===== src/hw/rtl/tcaoq_pkg.sv =====
// Shared types and constants for the two-class age-ordered queue.
// No dependencies.
package tcaoq_pkg;

  localparam int TAG_W           = 16;
  localparam int STAMP_W         = 8;
  localparam int CLASS_DEPTH_DEF = 16;

  typedef enum logic [1:0] {
    REQ_ENQ     = 2'd0,
    REQ_DEQ_ANY = 2'd1,
    REQ_DEQ_CAT = 2'd2,
    REQ_DEQ_DOG = 2'd3
  } req_t;

  typedef enum logic [1:0] {
    STAT_OK    = 2'd0,
    STAT_EMPTY = 2'd1,
    STAT_FULL  = 2'd2
  } status_t;

  // One stored entry: tag and arrival stamp.
  typedef struct packed {
    logic [TAG_W-1:0]   tag;
    logic [STAMP_W-1:0] stamp;
  } entry_t;

  // Pointer update command to one class FIFO.
  typedef struct packed {
    logic push;
    logic pop;
  } ptr_cmd_t;

  // Occupancy flags of one class FIFO.
  typedef struct packed {
    logic empty;
    logic full;
  } ptr_stat_t;

endpackage


===== src/hw/rtl/tcaoq_class_mem.sv =====
// Entry storage for one class: one write port, one read port,
// registered read data. Depends on tcaoq_pkg.
module tcaoq_class_mem
  import tcaoq_pkg::*;
#(
  parameter int DEPTH = CLASS_DEPTH_DEF,
  parameter int AW    = $clog2(DEPTH)
) (
  input  logic          clk,
  input  logic          we,
  input  logic [AW-1:0] waddr,
  input  entry_t        wdata,
  input  logic [AW-1:0] raddr,
  output entry_t        rdata
);

  entry_t mem [DEPTH];

  always_ff @(posedge clk) begin
    if (we) begin
      mem[waddr] <= wdata;
    end
    rdata <= mem[raddr];
  end

endmodule


===== src/hw/rtl/tcaoq_fifo_ptr.sv =====
// Head, tail and fill count of one class FIFO, wrapping at DEPTH.
// Depends on tcaoq_pkg.
module tcaoq_fifo_ptr
  import tcaoq_pkg::*;
#(
  parameter int DEPTH = CLASS_DEPTH_DEF,
  parameter int AW    = $clog2(DEPTH)
) (
  input  logic          clk,
  input  logic          rst,
  input  ptr_cmd_t      cmd,
  output logic [AW-1:0] head,
  output logic [AW-1:0] tail,
  output ptr_stat_t     stat
);

  localparam int CW = $clog2(DEPTH + 1);
  localparam logic [AW-1:0] LAST = AW'(DEPTH - 1);

  logic [CW-1:0] count;

  always_ff @(posedge clk) begin
    if (rst) begin
      head  <= '0;
      tail  <= '0;
      count <= '0;
    end else begin
      if (cmd.push) begin
        tail <= (tail == LAST) ? '0 : tail + 1'b1;
      end
      if (cmd.pop) begin
        head <= (head == LAST) ? '0 : head + 1'b1;
      end
      if (cmd.push && !cmd.pop) begin
        count <= count + 1'b1;
      end else if (cmd.pop && !cmd.push) begin
        count <= count - 1'b1;
      end
    end
  end

  assign stat.empty = (count == '0);
  assign stat.full  = (count == CW'(DEPTH));

endmodule


===== src/hw/rtl/two_class_age_ordered_queue.sv =====
// Top level of the two-class age-ordered queue.
// Depends on tcaoq_pkg, tcaoq_class_mem and tcaoq_fifo_ptr.
//
// A request is taken on a rising edge with start high and busy low. At the
// accept edge both class memories are read at their head pointers. That
// read is registered, so the decision (enqueue write, age compare, pop)
// happens in the following cycle, while busy is high. The one result for
// the request is on the ports with done high for exactly one cycle, the
// cycle after the execute cycle. There is no back-pressure: the result is
// taken at the rising edge that ends the done cycle, and it is gone after
// that edge. A new request may be accepted at that same edge, but not
// while the last one is still executing. Status: ok, empty (nothing of the
// requested class, or nothing at all), or full (the enqueue was refused).
// out_tag and out_class are zero unless an item was removed. Dequeue-any
// takes the head with the greater modular age (next_stamp - stamp,
// mod 256); equal ages go to class 0 (cat).
module two_class_age_ordered_queue
  import tcaoq_pkg::*;
#(
  parameter int CLASS_DEPTH = CLASS_DEPTH_DEF
) (
  input  logic             clk,
  input  logic             rst,
  input  logic             start,
  output logic             busy,
  input  logic [1:0]       req_type,
  input  logic             item_class,
  input  logic [TAG_W-1:0] item_tag,
  output logic             done,
  output logic [1:0]       status,
  output logic [TAG_W-1:0] out_tag,
  output logic             out_class
);

  localparam int AW = $clog2(CLASS_DEPTH);

  typedef enum logic {
    ST_IDLE,
    ST_EXEC
  } state_t;

  state_t             state;
  req_t               req_q;
  logic               class_q;
  logic [TAG_W-1:0]   tag_q;
  logic [STAMP_W-1:0] next_stamp;

  // Per-class FIFO plumbing
  ptr_cmd_t      cmd  [2];
  ptr_stat_t     stat [2];
  logic [AW-1:0] head [2];
  logic [AW-1:0] tail [2];
  entry_t        rd   [2];
  entry_t        wdata;

  // Decision made in the execute cycle
  logic               take;
  logic               sel;
  logic [STAMP_W-1:0] age0;
  logic [STAMP_W-1:0] age1;
  logic [STAMP_W-1:0] next_stamp_next;
  status_t            res_status;
  logic [TAG_W-1:0]   res_tag;
  logic               res_class;

  assign wdata = '{tag: tag_q, stamp: next_stamp};

  for (genvar c = 0; c < 2; c++) begin : g_class
    tcaoq_fifo_ptr #(
      .DEPTH (CLASS_DEPTH),
      .AW    (AW)
    ) u_ptr (
      .clk  (clk),
      .rst  (rst),
      .cmd  (cmd[c]),
      .head (head[c]),
      .tail (tail[c]),
      .stat (stat[c])
    );

    // Read port always follows head; heads are stable from accept to
    // execute, so the registered data is the head entry in ST_EXEC.
    tcaoq_class_mem #(
      .DEPTH (CLASS_DEPTH),
      .AW    (AW)
    ) u_mem (
      .clk   (clk),
      .we    (cmd[c].push),
      .waddr (tail[c]),
      .wdata (wdata),
      .raddr (head[c]),
      .rdata (rd[c])
    );
  end

  // Modular age of each head; larger is older.
  assign age0 = next_stamp - rd[0].stamp;
  assign age1 = next_stamp - rd[1].stamp;

  always_comb begin
    cmd[0]          = '0;
    cmd[1]          = '0;
    take            = 1'b0;
    sel             = 1'b0;
    next_stamp_next = next_stamp;
    res_status      = STAT_OK;
    res_tag         = '0;
    res_class       = 1'b0;
    if (state == ST_EXEC) begin
      case (req_q)
        REQ_ENQ: begin
          if (stat[class_q].full) begin
            res_status = STAT_FULL;   // refused, nothing changes
          end else begin
            cmd[class_q].push = 1'b1;
            next_stamp_next   = next_stamp + 1'b1;
          end
        end
        REQ_DEQ_ANY: begin
          if (!stat[0].empty && !stat[1].empty) begin
            take = 1'b1;
            sel  = (age0 < age1);     // tie goes to class 0
          end else if (!stat[0].empty) begin
            take = 1'b1;
          end else if (!stat[1].empty) begin
            take = 1'b1;
            sel  = 1'b1;
          end
        end
        default: begin
          sel  = (req_q == REQ_DEQ_DOG);
          take = !stat[sel].empty;
        end
      endcase
      if (take) begin
        cmd[sel].pop = 1'b1;
        res_tag      = rd[sel].tag;
        res_class    = sel;
      end else if (req_q != REQ_ENQ) begin
        res_status = STAT_EMPTY;
      end
    end
  end

  always_ff @(posedge clk) begin
    if (rst) begin
      state      <= ST_IDLE;
      done       <= 1'b0;
      next_stamp <= '0;
    end else begin
      done <= (state == ST_EXEC);
      case (state)
        ST_IDLE: begin
          if (start) begin
            state   <= ST_EXEC;
            req_q   <= req_t'(req_type);
            class_q <= item_class;
            tag_q   <= item_tag;
          end
        end
        ST_EXEC: begin
          state      <= ST_IDLE;
          next_stamp <= next_stamp_next;
          status     <= res_status;
          out_tag    <= res_tag;
          out_class  <= res_class;
        end
        default: begin
          state <= ST_IDLE;
        end
      endcase
    end
  end

  assign busy = (state == ST_EXEC);

`ifndef NO_ASSERTIONS
  // A result only ever follows an execute cycle.
  a_done_after_exec: assert property (@(posedge clk) disable iff (rst)
    done |-> $past(state == ST_EXEC))
    else $error("done without a preceding execute cycle");

  // Every accepted request is executed in the next cycle.
  a_accept_exec: assert property (@(posedge clk) disable iff (rst)
    (start && !busy) |=> (state == ST_EXEC))
    else $error("accepted request not executed");

  // Never write into a full class FIFO.
  a_no_push_full: assert property (@(posedge clk) disable iff (rst)
    !((cmd[0].push && stat[0].full) || (cmd[1].push && stat[1].full)))
    else $error("push into full class FIFO");

  // Never remove from an empty class FIFO.
  a_no_pop_empty: assert property (@(posedge clk) disable iff (rst)
    !((cmd[0].pop && stat[0].empty) || (cmd[1].pop && stat[1].empty)))
    else $error("pop from empty class FIFO");

  // At most one FIFO moves per request.
  a_one_update: assert property (@(posedge clk) disable iff (rst)
    $countones({cmd[0].push, cmd[0].pop, cmd[1].push, cmd[1].pop}) <= 1)
    else $error("more than one FIFO update in one request");
`endif

endmodule


===== config.mk =====
export PLATFORM = sky130hd
export DESIGN_NAME = two_class_age_ordered_queue
export DESIGN_NICKNAME = d
export VERILOG_FILES = /design/src/hw/rtl/tcaoq_pkg.sv /design/src/hw/rtl/tcaoq_class_mem.sv /design/src/hw/rtl/tcaoq_fifo_ptr.sv /design/src/hw/rtl/two_class_age_ordered_queue.sv
export SDC_FILE = /design/constraint.sdc
export NUM_CORES = 1
export LEC_CHECK = 0
export BUFFER_PORTS_ARGS = -buffer_cell sky130_fd_sc_hd__buf_2
export CAP_MARGIN = 20
export CORE_MARGIN = 3
export CORE_UTILIZATION = 45
export CTS_CLUSTER_SIZE = 40
export DETAILED_ROUTE_END_ITERATION = 12
export MAX_ROUTING_LAYER = met4
export PLACE_DENSITY = 0.6
export SLEW_MARGIN = 5
export SYNTH_ARGS = -nofsm -noshare
export SYNTH_HDL_FRONTEND = slang
export SYNTH_SLANG_ARGS = --single-unit

===== constraint.sdc =====
create_clock -name clk -period 5.45 [get_ports clk]
set_input_delay 0.2725 -clock clk [delete_from_list [all_inputs] [get_ports clk]]
set_output_delay 0.2725 -clock clk [all_outputs]
set_load 0.01 [all_outputs]

== Word level (Yosys, flattened, before mapping) ==
Memory sizes are Yosys's and may differ from the RTL's. A register that Yosys moved wholly into a read port is not among the register bits.
Cells that the tools add are included.

* $lt $le $gt $ge: 6
* Reductions and logical operators: 23
* Add/subtract/negate cells: 11
* Multiplexer cells: 46
* Equality and inequality tests: 8
* Bitwise operators: 6

{| class="wikitable"
|+ Operators with widths
! kind !! count
|-
| $mux W24 || 3
|-
| $mux W4 || 9
|-
| $mux W5 || 4
|-
| $add A4 B1 Y4 const B || 4
|-
| $eq A4 B4 Y1 const B || 4
|-
| $mux W1 || 16
|-
| $mux W2 || 8
|-
| $sub A8 B8 Y8 || 2
|-
| $add A5 B1 Y5 const B || 2
|-
| $eq A5 B5 Y1 const B || 2
|-
| $logic_not A5 Y1 || 2
|-
| $sub A5 B1 Y5 const B || 2
|-
| $add A8 B1 Y8 const B || 1
|-
| $lt A8 B8 Y1 || 1
|-
| $logic_and A1 B1 Y1 || 7
|-
| $logic_not A1 Y1 || 7
|-
| $ge A2 B2 Y1 const B || 3
|-
| $not A1 Y2 || 3
|-
| $pmux W1 S2 || 3
|-
| $reduce_and A3 Y1 || 2
|-
| $reduce_bool A2 Y1 || 3
|-
| $bwmux W4 || 1
|-
| $demux W2 S1 || 2
|-
| $lt A2 B1 Y1 const B || 2
|-
| 5 further kinds || 7
|}

* RAM bits: 768
* Flip-flop bits (word level): 74
* Memories: 2
* Input bits: 22

{| class="wikitable"
|+ Memories
! memory !! depth !! width !! read ports !! clocked after Yosys merged registers in !! wr ports !! line !! source
|-
| g_class[0].u_mem.mem || 16 || 24 || 1 || 1 || 1 || tcaoq_class_mem.sv:17 || <nowiki>entry_t mem [DEPTH];</nowiki>
|-
| g_class[1].u_mem.mem || 16 || 24 || 1 || 1 || 1 || tcaoq_class_mem.sv:17 ||
|}

== Longest topological paths before layout ==
* Depth in word-level cells: 18
* Gate-level depth with buffers: 25
* Depth with buffers taken out: 25

== Cells and area by module ==
A second synthesis with hierarchy kept.

* Cell total of the unflattened synthesis: 1696
* Area total of the unflattened synthesis: 34083.9 µm²

{| class="wikitable"
|+ Modules (own cells, without submodules)
! module !! sequential area each (µm²) !! area each (µm²) !! instances !! cells each
|-
| tcaoq_class_mem || 12011.5 || 14930.6 || 2 || 636
|-
| two_class_age_ordered_queue || 1341.3 || 2816.5 || 1 || 254
|-
| tcaoq_fifo_ptr || 260.2 || 703.2 || 2 || 85
|}

== Least setup slack after synthesis ==
No wires, ideal clock.

* Path kind: register -> register
* From: reg next_stamp[0]
* To: reg g_class[1].u_ptr.count[4]
* Stages on the path, launching flop included: 24
* Data arrival time: 4.556 ns
* Data required time: 5.380 ns
* Setup time: 0.070 ns
* Period minus slack after synthesis: 4.627 ns
* Setup slack: 0.823 ns
* Buffers on the path: 0
* Cells stage by stage: dfxtp_1 > inv_1 > ha_1 > fa_1 > nor2b_1 > o21ai_0 > nand2b_1 > a21o_1 > a21oi_1 > xnor2_1 > ha_1 > nand2_1 > nor3_1 > a211oi_2 > or2_4 > nand2_1 > ha_1 > inv_1 > fa_1 > a21o_1 > a21oi_1 > xnor2_1 > or3_1 > a21oi_1

* Longest elaborated chain between the ends: 16
* Elaborated cells between the ends (all ways): 21

{| class="wikitable"
|+ Ends and longest elaborated chain
! what !! line !! source
|-
| from (decl) || two_class_age_ordered_queue.sv:46 || <nowiki>logic [STAMP_W-1:0] next_stamp;</nowiki>
|-
| from (signal assigned) || two_class_age_ordered_queue.sv:163 || <nowiki>next_stamp <= next_stamp_next;</nowiki>
|-
| $sub A8 B8 Y8 (on tied branches) || two_class_age_ordered_queue.sv:97, two_class_age_ordered_queue.sv:98 ||
|-
| $lt A8 B8 Y1 * || two_class_age_ordered_queue.sv:122 || <nowiki>sel = (age0 < age1);</nowiki>
|-
| $mux W1 * || two_class_age_ordered_queue.sv:120 || <nowiki>if (!stat[0].empty && !stat[1].empty) begin</nowiki>
|-
| $pmux W1 S2 * || two_class_age_ordered_queue.sv:110 || <nowiki>case (req_q)</nowiki>
|-
| $mux W1 * || two_class_age_ordered_queue.sv:109 || <nowiki>if (state == ST_EXEC) begin</nowiki>
|-
| $not A1 Y2 (not written as such) * || two_class_age_ordered_queue.sv:136 || <nowiki>cmd[sel].pop = 1'b1;</nowiki>
|-
| $ge A2 B2 Y1 (not written as such) / $lt A2 B1 Y1 (equally long branches) || two_class_age_ordered_queue.sv:136 ||
|-
| $logic_and A1 B1 Y1 (not written as such) || two_class_age_ordered_queue.sv:136 ||
|-
| $mux W1 (not written as such) || two_class_age_ordered_queue.sv:136 ||
|-
| $demux W2 S1 * || two_class_age_ordered_queue.sv:136 ||
|-
| $bwmux W4 * || two_class_age_ordered_queue.sv:136 ||
|-
| $mux W4 * || two_class_age_ordered_queue.sv:135 || <nowiki>if (take) begin</nowiki>
|-
| $mux W4 * || two_class_age_ordered_queue.sv:109 ||
|-
| $logic_not A1 Y1 || tcaoq_fifo_ptr.sv:34 || <nowiki>if (cmd.push && !cmd.pop) begin</nowiki>
|-
| $logic_and A1 B1 Y1 || tcaoq_fifo_ptr.sv:34 ||
|-
| $mux W5 / $reduce_bool A2 Y1 (equally long branches) || - ||
|-
| to (signal assigned) || tcaoq_fifo_ptr.sv:35 || <nowiki>count <= count + 1'b1;</nowiki>
|-
| to (signal assigned) || tcaoq_fifo_ptr.sv:37 || <nowiki>count <= count - 1'b1;</nowiki>
|-
| to (decl) || tcaoq_fifo_ptr.sv:20 || <nowiki>logic [CW-1:0] count;</nowiki>
|}

Every way passes the cells marked *; elsewhere a longest branch is shown, timed or not. The select of a mux whose other input is x is not followed.
A chain may end at the register's enable or synchronous reset.

== Worst setup path after layout ==
* From: reg next_stamp[2]
* To: reg g_class[1].u_ptr.count[4]

The elaborated chain is that of the path after synthesis.

==> results.tsv <==
stage	metric	value	unit
placement	io_buffers	42	
setup_path	required	5.98	ns
setup_path	slowest_stage	dfxtp_1	
status	outcome	complete, no violations	
logic_synthesis	ys_seq_area_frac	0.753	
clock_network	cts-root-buf	clkbuf_16	
logic_synthesis	synth_top_area_frac	0.704	
finish	drive_above_1_share	0.254	
clock_network	post_cts_buffers	0	
pwr	power_per_cell_area	350	nW/um^2
clock_network	clk_pin_slew	0.05	ns
finish	mostFrequentLayoutCells	806 x edfxtp_1, 192 x mux4_2, 93 x clkbuf_16	
clock_network	cts_tree	done	
clock_network	clk_latency	0.62	ns
drt	vias_per_cell	5.73	
timing	timing.final.ws_setup	0.601	ns
setup_path	critical_path_class	reg2reg	
logic_synthesis	syn_avg_cell_area	20.0	um^2
flow_run	drv_cap	0	
placement	pre_cts_slack	0.634	ns
drt	wl_per_cell	26.1	um
setup_path	cp_data_arrival_time	5.38	ns
global_route	grt_max_degree	59	
floorplanning	core	75100	um^2
logic_synthesis	synth_seq_cells	890	
pwr	p_leak	12.5	nW
logic_synthesis	synth_ff_type	edfxtp_1	
global_route	grt_overflow	0	
global_route	grt_use_total	0.202	
setup_path	end_kind	register	
floorplanning	fp.dieArea	79700	um^2
global_route	grt_antenna_before_repair	0	
global_route	grt_pass1_wl	113000	um
timing	setup_viol	0	
drt	drc	0	
logic_synthesis	async_flop_share	0	
global_route	grt_pass1_vias	17400	
logic_synthesis	syn_inst	1718	
finish	syn2layout_area_growth	14.4	%
logic_synthesis	synth_area_leaders	edfxtp_1 70%, mux4_2 13%, dfxtp_1 4.9%	
logic_synthesis	synth_top_area_cell	edfxtp_1	
floorplanning	initial_core_util	0.458	
drt	drt-initial-drc-count	1526	
logic_synthesis	syn_nets	1784	
timing	finalHoldViolations	0	
drt	ant_nets	0	
logic_synthesis	synth_enable_flop_cells	806	
logic_synthesis	netlist_area	34400	um^2
placement	dp_cells	2708	
finish	layout_commonest_cell	edfxtp_1	
timing	fin_skew	0.0205	ns
pwr	ir_drop	211	uV
timing	hold_ws	0.222	ns
clock_network	cts.sinks	890	
setup_path	start_kind	register	
clock_network	cts_inserted_buffers	92	
timing	timing.final.crit_share	0.890	
finish	fin_cells	2910	
timing	slew_violations	0	
drt	routed_wl	75900	um
clock_network	postCtsResizedCells	0	
drt	drt-pass1-iter-count	5	
finish	fin_nets	1930	
floorplanning	die_w	282	um
logic_synthesis	synth_cell_types	51	
setup_path	max_stage_delay	0.72	ns
floorplanning	ios	43	
floorplanning	num_rows	100	
timing	fin_setup_tns	0	ns
hold_path	worstHoldPathType	in2reg	
timing	fmax	206	MHz
floorplanning	die_y	282	um
timing	min_period	4.85	ns
setup_path	critical-path-top-delay-family	adder cells	
clock_network	htreeDepth	3	
timing	rsz0062_at_grt	no	
setup_path	critical_path_buf_inv_count	1	
timing	worst_pin_slew	1.09	ns
clock_network	cts_buffer_depth	3	
placement	place.gp.congestion	0.771	
setup_path	crit_chain	ha_1, nor2b_1, o21ai_0, nand2b_1, a21o_1, a21oi_1, xnor2_1, ha_1, nand2_1, nor3_1, a211oi_2, or2_4, nand2_1, ha_1, inv_1, fa_1, a21o_1, a21oi_1, xnor2_1, or3_1, a21oi_1	
placement	hpwl	43600	um
logic_synthesis	ys_warn_count	0	
timing	relSlewSlack	0.275	
setup_path	critical_path.max_fanout	19	
drt	via_count	16700	
-- worst paths after layout --
path,startpoint,to,slack [ns],cells past startpoint
max reg2reg,next_stamp[2],g_class[1].u_ptr.count[4],0.60,21
max,next_stamp[2],g_class[1].u_ptr.count[4],0.60,21
min,rst,g_class[0].u_ptr.tail[2],0.22,2
min reg2reg,g_class[1].u_ptr.count[3],g_class[1].u_ptr.count[3],0.53,2
-- through the flow --
step / power (mW) / cell area [um^2] / util
after floorplan: 7.82 / 34400 / -
after global placement: 7.92 / 36000 / 0.480
after detailed placement: 7.93 / 36100 / 0.480
after CTS: 13.9 / 39100 / 0.521
after global routing: 14.2 / 39300 / 0.524
final: 13.7 / 39300 / 0.524
-- cell usage after synthesis (3+ instances only) --
cell type  count
nand2_1       28
nor3_1        12
or3_1          3
inv_1         30
a31oi_1        3
a211oi_1      48
a21o_1         7
fa_1           4
edfxtp_1     806
nor2_1        74
xor2_1        15
nor3b_1        3
mux2i_1       70
mux4_2       192
xnor2_1       17
nand3_1        5
o21ai_0       15
and3_1         3
buf_1          7
nand4_1        5
or4_1          4
nor2b_1       54
clkbuf_1      50
nand2b_1       6
ha_1          40
buf_2         28
dfxtp_1       84
a21oi_1       77
-- layer usage --
layer / part of all wire / track usage
met1: 0.46 / 0.292
met2: 0.47 / 0.307
met3: 0.052 / 0.0280
met4: 0.018 / 0.0468
met5: 0 / -
-- final cells by class --
cell class,count,area (um^2)
fill,5881,35800
clock inverter,46,378
sequential,890,25900
multi-input combinational,711,8100
tap,969,1210
timing repair buffer,139,1120
antenna,1,2.50
clock buffer,124,2470
inverter,30,113
-- cells by family after synthesis --
kind of cell / after synthesis / share of synthesized area
compound gates: 165 / 0.0302
simple gates: 207 / 0.0306
xor+xnor: 32 / 0.00816
mux: 263 / 0.147
fa+ha+maj: 44 / 0.0169
flops: 890 / 0.753
buf+inv: 117 / 0.0142
-- power breakdown --
part	switching (mW)	internal [mW]	total, mW	leakage, nW
sequential	0.0537	7.42	7.47	8.03
combinational	0.177	0.151	0.329	3.13
clock	2.48	3.46	5.94	1.39
total	2.71	11.0	13.7	12.5
-- worst register-to-register path, delay by kind of cell (launching register included) --
kind / cells / cell delay (ns)
simple gates: 7 / 1.27
buf+inv: 1 / 0.11
compound gates: 7 / 1.23
fa+ha+maj: 4 / 1.27
flops: 1 / 0.72
xor+xnor: 2 / 0.19
-- flip-flops by register name (all words and copies together) (netlist names) --
| name | cells |
|---|---|
| g_class.u_mem.mem | 768 |
| g_class.u_mem.rdata | 48 |
| out_tag | 16 |
| tag_q | 16 |
| g_class.u_ptr.count | 10 |
| g_class.u_ptr.head | 8 |
| g_class.u_ptr.tail | 8 |
| next_stamp | 8 |
| req_q | 2 |
| status | 2 |
| busy | 1 |
| class_q | 1 |
| done | 1 |
| out_class | 1 |
-- timing repair --
action | in CTS | in global routing
endpoints found under the hold margin | 20 | 0
setup endpoints to repair | 0 | 0
hold buffers | 20 | 0
Power figures use the tool's default switching activity.
